<file path="config.mk">
export PLATFORM = sky130hd
export DESIGN_NAME = pcal_cfg_flat
export DESIGN_NICKNAME = d
export VERILOG_FILES = /design/src/hw/rtl/pcal_pkg.sv /design/src/hw/rtl/pcal_if.sv /design/src/hw/rtl/pcal_cfg.sv /design/src/flat_wrapper.sv
export SDC_FILE = /design/constraint.sdc
export NUM_CORES = 1
export LEC_CHECK = 0
export BUFFER_PORTS_ARGS = -buffer_cell sky130_fd_sc_hd__buf_2
export CAP_MARGIN = 30
export CORE_UTILIZATION = 52
export CTS_BUF_LIST = sky130_fd_sc_hd__clkbuf_8
export DETAILED_ROUTE_END_ITERATION = 7
export MAX_ROUTING_LAYER = met4
export PLACE_DENSITY = 0.92
export SLEW_MARGIN = 20
export SYNTH_ARGS = -nofsm -noshare
export SYNTH_HDL_FRONTEND = slang
export SYNTH_SLANG_ARGS = --single-unit
</file>
<file path="constraint.sdc">
create_clock -name clk_i -period 0.9 [get_ports clk_i]
set_clock_uncertainty 0.1 [all_clocks]
set_input_delay 0.135 -clock clk_i [delete_from_list [all_inputs] [get_ports clk_i]]
set_output_delay 0.135 -clock clk_i [all_outputs]
set_load 0.01 [all_outputs]
</file>
<file path="src/hw/rtl/pcal_pkg.sv">
package pcal_pkg;

  localparam int AccW     = 48;
  localparam int CoefW    = 32;
  localparam int FracW    = 16;
  localparam int TermW    = 3;
  localparam int CoefRegs = 4;
  localparam int CfgAddrW = 3;
  localparam int CfgDataW = 32;

  localparam logic signed [AccW-1:0] AccMax = {1'b0, {(AccW-1){1'b1}}};
  localparam logic signed [AccW-1:0] AccMin = {1'b1, {(AccW-1){1'b0}}};

  typedef enum logic [CfgAddrW-1:0] {
    RegModeSelect = 3'd0,
    RegTermCount  = 3'd1,
    RegCoefZero   = 3'd2,
    RegCoefOne    = 3'd3,
    RegCoefTwo    = 3'd4,
    RegCoefThree  = 3'd5
  } cfg_reg_e;

  typedef enum logic {
    ModeCopy = 1'b0,
    ModePoly = 1'b1
  } mode_e;

  typedef logic signed [CoefW-1:0] coef_t;

  typedef struct packed {
    mode_e                     mode;
    logic [TermW-1:0]          term_count;
    coef_t [CoefRegs-1:0]      coef;
  } cfg_t;

endpackage

</file>
<file path="src/hw/rtl/pcal_if.sv">


interface pcal_cfg_if;
  logic                           valid;
  logic                           ready;
  logic [pcal_pkg::CfgAddrW-1:0]  addr;
  logic [pcal_pkg::CfgDataW-1:0]  data;

  modport source (output valid, output addr, output data, input ready);
  modport sink   (input valid, input addr, input data, output ready);
endinterface

</file>
<file path="src/hw/rtl/pcal_cfg.sv">
module pcal_cfg (
  input  logic           clk_i,
  input  logic           rst_ni,
  pcal_cfg_if.sink       cfg_i,
  output pcal_pkg::cfg_t cfg_o
);
  import pcal_pkg::*;

  cfg_t cfg_q;

  assign cfg_i.ready = 1'b1;
  assign cfg_o       = cfg_q;

  always_ff @(posedge clk_i or negedge rst_ni) begin
    if (!rst_ni) begin
      cfg_q <= '0;
    end else if (cfg_i.valid) begin
      case (cfg_reg_e'(cfg_i.addr))
        RegModeSelect: cfg_q.mode       <= mode_e'(cfg_i.data[0]);
        RegTermCount:  cfg_q.term_count <= cfg_i.data[TermW-1:0];
        RegCoefZero:   cfg_q.coef[0]    <= coef_t'(cfg_i.data[CoefW-1:0]);
        RegCoefOne:    cfg_q.coef[1]    <= coef_t'(cfg_i.data[CoefW-1:0]);
        RegCoefTwo:    cfg_q.coef[2]    <= coef_t'(cfg_i.data[CoefW-1:0]);
        RegCoefThree:  cfg_q.coef[3]    <= coef_t'(cfg_i.data[CoefW-1:0]);
        default: ;  // unknown index, write dropped
      endcase
    end
  end

endmodule

</file>
<file path="src/flat_wrapper.sv">
// flat-port wrapper written by rule: the top's interface ports become plain ports
module pcal_cfg_flat import pcal_pkg::*;
  (clk_i, rst_ni, cfg_o, cfg_i_valid, cfg_i_addr, cfg_i_data, cfg_i_ready);
  pcal_cfg_if cfg_i_i ();
  input  logic clk_i;
  input  logic rst_ni;
  output pcal_pkg::cfg_t cfg_o;
  input wire logic [$bits(cfg_i_i.valid)-1:0] cfg_i_valid;
  input wire logic [$bits(cfg_i_i.addr)-1:0] cfg_i_addr;
  input wire logic [$bits(cfg_i_i.data)-1:0] cfg_i_data;
  output wire logic [$bits(cfg_i_i.ready)-1:0] cfg_i_ready;
  assign cfg_i_i.valid = cfg_i_valid;
  assign cfg_i_i.addr = cfg_i_addr;
  assign cfg_i_i.data = cfg_i_data;
  assign cfg_i_ready = cfg_i_i.ready;
  pcal_cfg u_core (.clk_i(clk_i), .rst_ni(rst_ni), .cfg_i(cfg_i_i), .cfg_o(cfg_o));
endmodule
</file>
**Yosys cells after proc, flatten, opt, wreduce, memory -nomap -nowiden**

Index checks and enable logic that the tools add are counted.

- Register bits after elaboration: 132
- Input port bits: 38
- Output and inout port bits: 133
- Word-level logic and storage cells: 18

- Eq/ne operators: 5
- Reduce and logical (&&, ||, !) cells: 7

Operator list:

| operator | count |
|---|---|
| AND reduction 2 bit | 6 |
| == test 3 x 2 -> 1 bit, second input constant | 2 |
| == test 3 bit, second input constant | 2 |
| == test 3 x 1 -> 1 bit, second input constant | 1 |
| logical NOT 3 bit | 1 |

**Logic depth before layout (Yosys ltp)**

- Depth in word-level cells: 2
- Depth in mapped cells: 4

**Worst setup path before layout**

No wires, ideal clock.

- Kind: in2reg
- Start: input cfg_i_addr[2]
- End: register u_core.cfg_q, in the netlist u_core.cfg_o[10]
- Library setup time: 0.125 ns
- Data arrival time: 0.961 ns
- Path slack: -0.286 ns
- Cell stages on the path: 4
- Path buffers: 2
- Cell sequence: and4bb_1 -> buf_6 -> buf_8 -> mux2_4

- Cells in the longest elaborated chain, start to end: 2

RTL lines:

| what | line | text |
|---|---|---|
| start: declaration | flat_wrapper.sv:9 | `input wire logic [$bits(cfg_i_i.addr)-1:0] cfg_i_addr;` |
| == test 3 x 2 -> 1 bit | pcal_cfg.sv:18 | `case (cfg_reg_e'(cfg_i.addr))` |
| AND reduction 2 bit (no line) | n/a |  |
| end: declaration | pcal_cfg.sv:9 | `cfg_t cfg_q;` |

No other way between the ends.
A chain may end at the register's enable or synchronous reset.

**Final worst setup path**

- Start: register u_core.cfg_q, in the netlist u_core.cfg_o[68]
- End: output cfg_o[68] (netlist name)

RTL lines:

| what | line | text |
|---|---|---|
| end: declaration | flat_wrapper.sv:7 | `output pcal_pkg::cfg_t cfg_o;` |

No word-level cell between the ends.

==> results.cfg <==
[floorplan]
boundaryPins = 171
fp.dieArea_um2 = 10500
fp.coreArea_um2 = 9770
start_util_pct = 53.5
die-height_um = 102
placementRows = 36
die_width_um = 102

[min_path]
holdCritPathClass = input port to flip-flop
whs_endpoint = u_core.cfg_o[131]
min-delay-start = cfg_i_addr[0]
worstHoldPathCells = 4

[yosys]
synthesis.instances = 286
synth-edff-count = 0
yosys_register_bits = 132
synthTopCellsByCount = dfrtp_1, mux2_2, mux2_4
number_of_warnings_reported_in_the_yosys_synthesis_log = 0
post-synth-top-area-cell = dfrtp_1
top_cells_by_area_in_the_synthesized_netlist = dfrtp_1, mux2_4, mux2_2
net_count_of_the_mapped_netlist = 324
synth_flop_cell = dfrtp_1
yosysSeqAreaShare_pct = 63.1
netlist_area_um2 = 5230
syn-mean-instance-area_um2 = 18.3
async_reset_ff_share_pct = 100
yosys.cell_count.top_type = dfrtp_1
post_synth_cell_types = 12
synth_top_cell_area_share_pct = 63.1

[finish]
finish.net_count = 634
post-route-util_pct = 88.9
antenna_cells_inserted = 0
area.growth.synth_to_final_pct = 66.0
final.fill_count = 383
multi_input_gate_area_in_the_final_layout_um2 = 1930
post_route_cells_drive_above_1_share_pct = 72.4
largest_register_ff_count = 132
design_area_um2 = 8690
final-seq-area_um2 = 3300

[place]
place.gp.congestion = 0.803
dp_hpwl_um = 7870
port-buffer-count = 169
placement.setup.worst_slack_ns = -0.543
placed_cell_area_um2 = 6360

[routing]
drt_antenna_net_count = 0
detail_route.wl_per_cell_um = 24.4
routed-via-count = 3921
detail_route.first_pass.iterations = 4
detailedRoute.firstIterationViolations = 122
routed_via_density = 5.28
routed_wl_um = 18100
post-route-drc-count = 0

[setup_path]
cp_top_family = flip-flops
rr_startpoint = u_core.cfg_o[18]
slowest_cell_on_the_critical_path = dfrtp_1
rr_worst_depth = 3
crit_chain = buf_2
r2r_slack_ns = -0.19
critPathKind = flip-flop to output pin
worstPathArrival_ns = 1.06
cp-start-kind = flip-flop
crit_fanout = 2
critPathMaxStageDelay_ns = 0.44
critical_path_buf_inv_count = 1
worst_r2r_endpoint = u_core.cfg_o[18]
cp-end-kind = output pin
worst-endpoint-required_ns = 0.66

[timing]
post-route-worst-setup-slack_ns = -0.398
rsz0062_at_grt = yes
hold_ws_ns = 0.0644
finalMaxSlewViolations = 0
maximum_clock_rate_mhz = 771
min_period_ns = 1.30
hold_violations = 0
final_min_period_over_clock_period_pct = 144
setup_viol = 260
fin_tns_setup_ns = -52.38

[power]
ir_worst_vdd_mv = 1.86
power_share_of_the_sequential_group_pct = 39.2
power_per_cell_area_nw_per_um2 = 2460
static-leakage-power_nw = 4.37
net-switching-power_mw = 6.11
combinational_power_share_pct = 32.5
clockPowerShare_pct = 28.3
cell_internal_pwr_mw = 15.2
power_switching_share_pct = 28.6

[status]
failed_checks = negative setup slack
run_status = finished, violations left

[global_routing]
via_count_of_the_first_global_routing_pass = 4046
grt_max_degree = 76
grt.overflow.total = 0
grt_first_pass_wirelength_um = 22600
antenna_found_initial = 0
gr-usage-all-layers_pct = 31.6

[cts]
tritoncts = yes
worstSkewPairLatency_ns = 0.44
cts_root_buf = clkbuf_8
cts_inserted_buffers = 17
cts.reportedPaths.clkPinSlew_ns = 0.08
buffer_levels_on_the_longest_clock_path = 2
htreeDepth = 4
clock_sink_count = 132

[flow_run]
maxCapViolCount = 0
## power by group through the flow
stage / logic (mW) / registers, mW / clock network (mW)
CTS: 5.59 / 7.98 / 6.01
global route: 7.27 / 8.43 / 6.34
global placement: 4.08 / 7.96 / 0
detailed placement: 4.23 / 8.04 / 0
floorplan: 1.63 / 8.62 / 0
finish: 6.93 / 8.36 / 6.05
## worst max path at each step
| stage | cells after the start | start | end |
|---|---|---|---|
| final | 1 | u_core.cfg_o[68] | cfg_o[68] |
| after global routing | 1 | u_core.cfg_o[68] | cfg_o[68] |
| after CTS | 1 | u_core.cfg_o[1] | cfg_o[1] |
| after detailed placement | 4 | cfg_i_addr[2] | u_core.cfg_o[31] |
| after global placement | 4 | cfg_i_addr[1] | u_core.cfg_o[95] |
| after floorplan | 4 | cfg_i_addr[2] | u_core.cfg_o[10] |
## through the flow
| stage | std cells | power (mW) |
|---|---|---|
| 4_1_cts | 718 | 19.6 |
| 3_3_place_gp | 587 | 12.0 |
| 3_5_place_dp | 587 | 12.3 |
| 2_1_floorplan | 286 | 10.2 |
| 5_1_grt | 742 | 22.0 |
| 6_report | 742 | 21.3 |
## cell families (layout without fill, tap and decap cells)
| logic type | count (synthesis) | count (layout) | share of synthesized area [%] |
|---|---|---|---|
| DFF | 132 | 132 | 63.1 |
| muxes | 132 | 132 | 32.7 |
| buffers and inverters | 15 | 338 | 2.87 |
| and+or+nand+nor | 6 | 6 | 1.22 |
| other | 1 | 1 | 0.0717 |
## cell type report
type | count | share of cell area, %
timing repair buffer | 306 | 32.2
clock inverter | 11 | 2.28
multi-input combinational | 139 | 22.3
sequential | 132 | 38.0
clock buffer | 21 | 3.33
tap | 133 | 1.92
## layout by cell type, fill, tap and decap left out, types with 2 or more instances in the layout
master / n
dfrtp_1: 132
buf_2: 121
buf_6: 111
mux2_4: 95
mux2_2: 37
dlygate4sd3_1: 33
clkbuf_8: 21
buf_4: 18
buf_12: 13
bufinv_16: 5
buf_16: 5
clkinv_4: 4
buf_8: 3
nand4b_1: 2
and4bb_4: 2
## layer usage
| metal | part of all wire, % | wire length [um] | global-route usage [%] | vias to the layer above |
|---|---|---|---|---|
| met5 | 0 | 0 | - | - |
| li1 | - | - | - | 1638 |
| met4 | 2.5 | 444 | 11.3 | 0 |
| met2 | 55 | 9980 | 55.8 | 217 |
| met1 | 35 | 6410 | 33.8 | 2026 |
| met3 | 6.9 | 1250 | 8.62 | 40 |
## what timing repair did
| action | CTS | global route |
|---|---|---|
| hold buffers | 33 | 0 |
| hold endpoints to repair | 264 | 0 |
| pin swaps | 2 | 2 |
| cloned | 7 | 1 |
| setup buffers | 59 | 51 |
| endpoints found under the setup margin | 211 | 250 |
| gates resized for setup | 70 | 106 |
No activity file was read; power rests on OpenSTA's default activity.
