## config.mk

```make
export PLATFORM = sky130hd
export DESIGN_NAME = pcal_step
export DESIGN_NICKNAME = d
export VERILOG_FILES = /design/src/hw/rtl/pcal_pkg.sv /design/src/hw/rtl/pcal_step.sv
export SDC_FILE = /design/constraint.sdc
export NUM_CORES = 2
export LEC_CHECK = 0
export BUFFER_PORTS_ARGS = -buffer_cell sky130_fd_sc_hd__buf_2
export CORE_MARGIN = 2
export CORE_UTILIZATION = 44
export DETAILED_ROUTE_END_ITERATION = 8
export GPL_TIMING_DRIVEN = 1
export PLACE_DENSITY = 0.56
export SLEW_MARGIN = 10
export SYNTH_ARGS = -nofsm -noshare
export SYNTH_HDL_FRONTEND = slang
export SYNTH_SLANG_ARGS = --single-unit
```

## constraint.sdc

```tcl
create_clock -name clk_i -period 9.6 [get_ports clk_i]
set_input_delay 0 -clock clk_i [delete_from_list [all_inputs] [get_ports clk_i]]
set_output_delay 0 -clock clk_i [all_outputs]
set_load 0.01 [all_outputs]
```

## src/hw/rtl/pcal_pkg.sv

```systemverilog
package pcal_pkg;

  localparam int AccW     = 48;
  localparam int CoefW    = 32;
  localparam int FracW    = 16;
  localparam int TermW    = 3;
  localparam int CoefRegs = 4;
  localparam int CfgAddrW = 3;
  localparam int CfgDataW = 32;

  localparam logic signed [AccW-1:0] AccMax = {1'b0, {(AccW-1){1'b1}}};
  localparam logic signed [AccW-1:0] AccMin = {1'b1, {(AccW-1){1'b0}}};

  typedef enum logic [CfgAddrW-1:0] {
    RegModeSelect = 3'd0,
    RegTermCount  = 3'd1,
    RegCoefZero   = 3'd2,
    RegCoefOne    = 3'd3,
    RegCoefTwo    = 3'd4,
    RegCoefThree  = 3'd5
  } cfg_reg_e;

  typedef enum logic {
    ModeCopy = 1'b0,
    ModePoly = 1'b1
  } mode_e;

  typedef logic signed [CoefW-1:0] coef_t;

  typedef struct packed {
    mode_e                     mode;
    logic [TermW-1:0]          term_count;
    coef_t [CoefRegs-1:0]      coef;
  } cfg_t;

endpackage

```

## src/hw/rtl/pcal_step.sv

```systemverilog
module pcal_step #(
  parameter int RAW_BITS = 16
) (
  input  logic                             clk_i,
  input  logic                             rst_ni,
  input  logic                             in_valid_i,
  output logic                             in_ready_o,
  input  logic signed [pcal_pkg::AccW-1:0] acc_i,
  input  logic                             ovf_i,
  input  logic [RAW_BITS-1:0]              raw_i,
  input  pcal_pkg::coef_t                  coef_i,
  output logic                             out_valid_o,
  input  logic                             out_ready_i,
  output logic signed [pcal_pkg::AccW-1:0] acc_o,
  output logic                             ovf_o,
  output logic [RAW_BITS-1:0]              raw_o
);
  import pcal_pkg::*;

  localparam int HalfW   = AccW / 2;
  localparam int HiProdW = HalfW + RAW_BITS + 1;
  localparam int LoProdW = HalfW + RAW_BITS;
  localparam int ProdW   = AccW + RAW_BITS + 1;

  // stage 1: split multiply, stage 2: combine and clamp, stage 3: add coefficient and clamp
  logic v1_q, v2_q, v3_q;
  logic rdy1, rdy2, rdy3;

  logic signed [HiProdW-1:0] p_hi_d, p_hi_q;
  logic [LoProdW-1:0]        p_lo_d, p_lo_q;
  logic                      ovf1_q, ovf2_q, ovf3_q;
  logic [RAW_BITS-1:0]       raw1_q, raw2_q, raw3_q;

  logic signed [ProdW-1:0]   prod;
  logic [ProdW-AccW:0]       prod_top;
  logic                      prod_pos_ovf, prod_neg_ovf;
  logic signed [AccW-1:0]    acc2_d, acc2_q;
  logic                      ovf2_d;

  logic signed [AccW:0]      sum;
  logic signed [AccW-1:0]    acc3_d, acc3_q;
  logic                      ovf3_d;

  assign rdy3       = !v3_q || out_ready_i;
  assign rdy2       = !v2_q || rdy3;
  assign rdy1       = !v1_q || rdy2;
  assign in_ready_o = rdy1;

  // signed upper half and unsigned lower half of the accumulator
  assign p_hi_d = $signed(acc_i[AccW-1:HalfW]) * $signed({1'b0, raw_i});
  assign p_lo_d = acc_i[HalfW-1:0] * raw_i;

  assign prod     = ($signed(ProdW'(p_hi_q)) <<< HalfW) + $signed(ProdW'(p_lo_q));
  assign prod_top = prod[ProdW-1:AccW-1];
  assign prod_pos_ovf = !prod[ProdW-1] && (|prod_top);
  assign prod_neg_ovf = prod[ProdW-1] && !(&prod_top);

  always_comb begin
    if (prod_pos_ovf) begin
      acc2_d = AccMax;
    end else if (prod_neg_ovf) begin
      acc2_d = AccMin;
    end else begin
      acc2_d = prod[AccW-1:0];
    end
    ovf2_d = ovf1_q || prod_pos_ovf || prod_neg_ovf;
  end

  assign sum = $signed({acc2_q[AccW-1], acc2_q}) + (AccW+1)'(coef_i);

  always_comb begin
    if (sum[AccW] != sum[AccW-1]) begin
      acc3_d = sum[AccW] ? AccMin : AccMax;
      ovf3_d = 1'b1;
    end else begin
      acc3_d = sum[AccW-1:0];
      ovf3_d = ovf2_q;
    end
  end

  always_ff @(posedge clk_i or negedge rst_ni) begin
    if (!rst_ni) begin
      v1_q <= 1'b0;
      v2_q <= 1'b0;
      v3_q <= 1'b0;
    end else begin
      if (rdy1) begin
        v1_q <= in_valid_i;
      end
      if (rdy2) begin
        v2_q <= v1_q;
      end
      if (rdy3) begin
        v3_q <= v2_q;
      end
    end
  end

  always_ff @(posedge clk_i) begin
    if (rdy1) begin
      p_hi_q <= p_hi_d;
      p_lo_q <= p_lo_d;
      ovf1_q <= ovf_i;
      raw1_q <= raw_i;
    end
    if (rdy2) begin
      acc2_q <= acc2_d;
      ovf2_q <= ovf2_d;
      raw2_q <= raw1_q;
    end
    if (rdy3) begin
      acc3_q <= acc3_d;
      ovf3_q <= ovf3_d;
      raw3_q <= raw2_q;
    end
  end

  assign out_valid_o = v3_q;
  assign acc_o       = acc3_q;
  assign ovf_o       = ovf3_q;
  assign raw_o       = raw3_q;

endmodule

```

* Word level (Yosys, flattened, before mapping)
Cells that the tools add are included.
** Storage, ports and cells
- Register bits after elaboration :: 231
- Bits of input ports :: 101
** Cells by class
- Mux-type cells :: 3
- Equality and inequality tests :: 1
- Add/subtract/negate cells :: 2
- Multipliers :: 2
- Reductions and logical operators :: 14
** Operators by type and width (count)
- $mux W48 :: 3
- $add A65 B41 Y65 :: 1
- $add A48 B32 Y49 :: 1
- $mul A24 B17 Y41 :: 1
- $mul A24 B16 Y40 :: 1
- $reduce_and A18 Y1 :: 1
- $reduce_or A18 Y1 :: 1
- $logic_not A1 Y1 :: 5
- $logic_or A1 B1 Y1 :: 5
- $logic_and A1 B1 Y1 :: 2
- $ne A1 B1 Y1 :: 1

* Longest topological paths before layout
- Word-level depth :: 5
- Gate-level depth with buffers :: 26
- Depth with buffers taken out :: 24

* Worst setup path before layout
OpenSTA, ideal clock, no wires.
- Path kind :: input port to flip-flop
- Start :: input raw_i[1]
- End :: register p_lo_q[38] (data pin)
- Stages on the path :: 26
- Data arrival time :: 6.290 ns
- Path slack :: 3.044 ns
- Path buffers :: 3
- Cell sequence :: clkbuf_1 -> clkbuf_1 -> nand2_1 -> fa_1 -> inv_1 -> fa_1 -> inv_1 -> fa_1 -> inv_1 -> fa_1 -> fa_1 -> inv_1 -> fa_1 -> inv_1 -> ha_1 -> buf_2 -> a21o_1 -> a21o_1 -> a2111oi_1 -> o21ai_0 -> o21ai_1 -> o21ai_0 -> or3_1 -> a41o_1 -> o41ai_1 -> xnor2_1
** On the way
- Longest elaborated chain between the ends :: 1
** RTL lines
- from (decl) :: RTL line pcal_step.sv:10 : input logic [RAW_BITS-1:0] raw_i,
- $mul A24 B16 Y40 :: RTL line pcal_step.sv:51 : assign p_lo_d = acc_i[HalfW-1:0] * raw_i;
- named net p_lo_d[38] :: RTL line pcal_step.sv:30 : logic [LoProdW-1:0] p_lo_d, p_lo_q;
- to (signal assigned) :: RTL line pcal_step.sv:102 : p_lo_q <= p_lo_d;
- to (decl) :: RTL line pcal_step.sv:30
The timed path passes the listed nets, and every way through them passes these cells.
A chain may end at the register's enable or synchronous reset.

* Worst setup path in the final report
- Start :: input raw_i[4]
- End :: register p_lo_q[38] (data pin)
The elaborated chain is that of the path after synthesis.

==> impl_metrics.yaml <==
die:
  dieArea_um2: 89500
  io_pins: 168
  start_util: 0.443
  die_h_um: 299
  coreArea_um2: 86500
  rows: 108
  die_x_um: 299
route:
  dr.pass1.iters: 6
  via_per_inst: 5.14
  vias: 27100
  wl_per_cell_um: 18.9
  drc: 0
  antenna_left: 0
  drtIter0Drc: 1567
  totalWireLength_um: 99400
sta:
  min_period_ps: 7620
  worstMarginPinSlew_ps: 1140
  slew_headroom: 0.219
  setup_viol: 0
  rsz0062_at_grt: "no"
  whs_ps: 47.1
  skew_ps: 20.2
  setup_tns_ps: 0
  hold_viol_final: 0
  report.final.slew_viol_count: 0
  max_freq_mhz: 131
  period_share: 0.793
global_routing:
  track_usage: 0.226
  grt_pass1_vias: 28200
  grt_max_degree: 67
  grt_overflow: 0
  grt_pass1_wl_um: 158000
  antenna_found_initial: 8
logic_synthesis:
  yosys.area.top_type_share: 0.358
  async_flop_share: 0.0130
  synth_cell_types: 82
  ys_ff_latch: 231
  avgSynthCellArea_um2: 9.54
  syn_inst: 4019
  synth.cell_area_um2: 38300
  yosysTopAreaCell: "fa_1"
  synthFlopType: "edfxtp_1"
  netlist_top_cells_area: "fa_1 36%, edfxtp_1 18%, ha_1 9.0%, inv_1 8.2%, nand2_1 5.9%"
  synth_nets: 5082
  seq_area_frac_synth: 0.181
  yosysWarnings: 0
  synth_edf_count: 228
clocking:
  clockRootBuffer: "clkbuf_16"
  cts_tree: "done"
  clkSinkCount: 231
  cts_resized: 0
  h-tree-depth: 1
  clkLatencyLatePin_ps: 610
  cts-buffers-inserted: 30
  post_cts_buffers: 0
  clockBufferDepth: 3
  clk_pin_slew_worst_paths_ps: 60
setup_path:
  crit_required_ps: 9940
  r2r_end: "acc2_q[26]$_SDFFCE_PP1P_"
  crit_type: "input port to flip-flop"
  end_kind: "flip-flop"
  r2r_start: "p_lo_q[24]$_DFFE_PP_"
  start_kind: "input port"
  path_max_fanout: 26
  regToRegSetupSlack_ps: 5240
  r2r_cells: 13
  crit_start: "raw_i[4]"
  cp.arrival_ps: 7960
run_status:
  status: "finished clean"
worst_hold_path:
  min_path_cells: 1
  hold_start: "raw_i[14]"
  hold_path_class: "input port to flip-flop"
  hold-path-endpoint: "raw1_q[14]$_DFFE_PP_"
flow_run:
  maxCapViolCount: 0
placed_design:
  dp_hpwl_um: 77200
  io_buffer_count: 167
  gp_congestion: 0.851
final_layout:
  drive_above_1_share: 0.0698
  nets: 5152
  area_growth_pct: 7.74
-- layout make-up --
cell class              count  area (um2)
well taps                1155        1450
inverters                 833        3130
repair buffers            209        1180
clock inverters            23         249
diodes                      1        2.50
flip-flops and latches    231        6920
fillers                  8395       45200
clock buffers              33         762
multi-input cells        2784       27600
-- layer usage --
layer  GRT usage  routed length [um]  part of all wire  vias to the layer above
li1            -                   -                 -                    12600
met1       0.319               45100              0.45                    13700
met2       0.370               46200              0.46                      703
met3      0.0387                6370             0.064                      108
met4      0.0412                1740             0.017                        4
met5           0                  22           0.00022                        -
-- through the flow --
step / setup slack (ps) / utilization / cells / area (um2)
global route: 1490 / 0.477 / 5268 / 41300
global placement: 2040 / 0.464 / 5199 / 40100
detailed placement: 1850 / 0.464 / 5199 / 40100
floorplan: 3040 / - / 4019 / 38300
CTS: 1920 / 0.477 / 5268 / 41300
finish: 1980 / 0.477 / 5269 / 41300
-- cells in the final DEF, fill, tap and decap left out, types with 30 or more instances in the layout --
| cell | Yosys | final |
|---|---|---|
| ha_1 | 277 | 277 |
| nand3_1 | 42 | 42 |
| xor2_1 | 40 | 40 |
| buf_2 | 8 | 167 |
| and2_1 | 304 | 304 |
| xnor2_1 | 100 | 100 |
| nand2_1 | 606 | 606 |
| maj3_1 | 47 | 47 |
| nor2_1 | 93 | 93 |
| edfxtp_1 | 228 | 228 |
| o21ai_0 | 73 | 73 |
| clkbuf_16 | 0 | 30 |
| a21oi_1 | 121 | 121 |
| fa_1 | 685 | 685 |
| a21o_1 | 68 | 68 |
| inv_1 | 833 | 833 |
-- worst max-delay path by stage --
stage	endpoint	slack [ps]	cells after the start
detailed placement	p_lo_q[38]$_DFFE_PP_	1850	24
CTS	p_lo_q[38]$_DFFE_PP_	1920	25
finish	p_lo_q[38]$_DFFE_PP_	1980	25
floorplan	p_lo_q[38]$_DFFE_PP_	3040	26
global route	p_lo_q[38]$_DFFE_PP_	1490	25
global placement	p_lo_q[38]$_DFFE_PP_	2040	24
-- cell usage after synthesis (5+ instances only) --
cell / number
nand4_1: 23
ha_1: 277
buf_2: 8
nand2_1: 606
and2_1: 304
a21o_1: 68
o21ai_2: 21
a41o_1: 5
a41oi_1: 5
or2_2: 5
maj3_1: 47
o21bai_1: 18
o21a_1: 26
inv_1: 833
a21boi_0: 5
nand2b_1: 17
nand3_1: 42
or3_1: 8
clkbuf_1: 154
a211o_1: 5
nor4_1: 9
a31oi_1: 15
fa_1: 685
xor2_1: 40
a21oi_1: 121
o21ai_0: 73
xnor2_1: 100
o211ai_1: 9
nor3_1: 29
nor2b_1: 15
nor2_1: 93
and3_1: 13
o31ai_1: 6
a211oi_1: 21
edfxtp_1: 228
-- what timing repair did --
item,in CTS,in global routing
hold endpoints to repair,14,0
endpoints found under the setup margin,0,0
hold buffers,13,0
-- state kept, by name, indices dropped and copies added, names as in the netlist, 16 cells and up --
name / count
acc2_q: 48
p_lo_q: 40
p_hi_q: 41
acc_o: 48
raw1_q: 16
raw_o: 16
raw2_q: 16
-- critical path, cell delays in order --
cell and delay [ps]:
dlygate4sd3_1 520, buf_2 570, buf_4 440, and2_1 210
fa_1 390, inv_1 80, fa_1 430, fa_1 510
inv_1 60, fa_1 500, fa_1 500, inv_1 50
fa_1 470, inv_1 40, ha_1 370, nand3_1 190
nor3_1 380, inv_1 70, a2111oi_0 960, o21ai_1 330
o21ai_0 300, or3_1 170, a41o_1 200, o41ai_1 80
xnor2_1 130
-- kinds of logic (layout without fill, tap and decap cells) --
logic type	after synthesis	count (layout)	synth area share
simple gates	1182	1182	0.146
fa+ha+maj	1009	1009	0.461
buf+inv	1004	1098	0.0998
compound gates	449	449	0.0801
flops	231	231	0.181
xor+xnor	140	140	0.0320
mux	4	4	0.00108
other cells	0	1	0
Power is not shown: default switching activity piles up to over one toggle a cycle in this logic, so the estimate is an artifact.
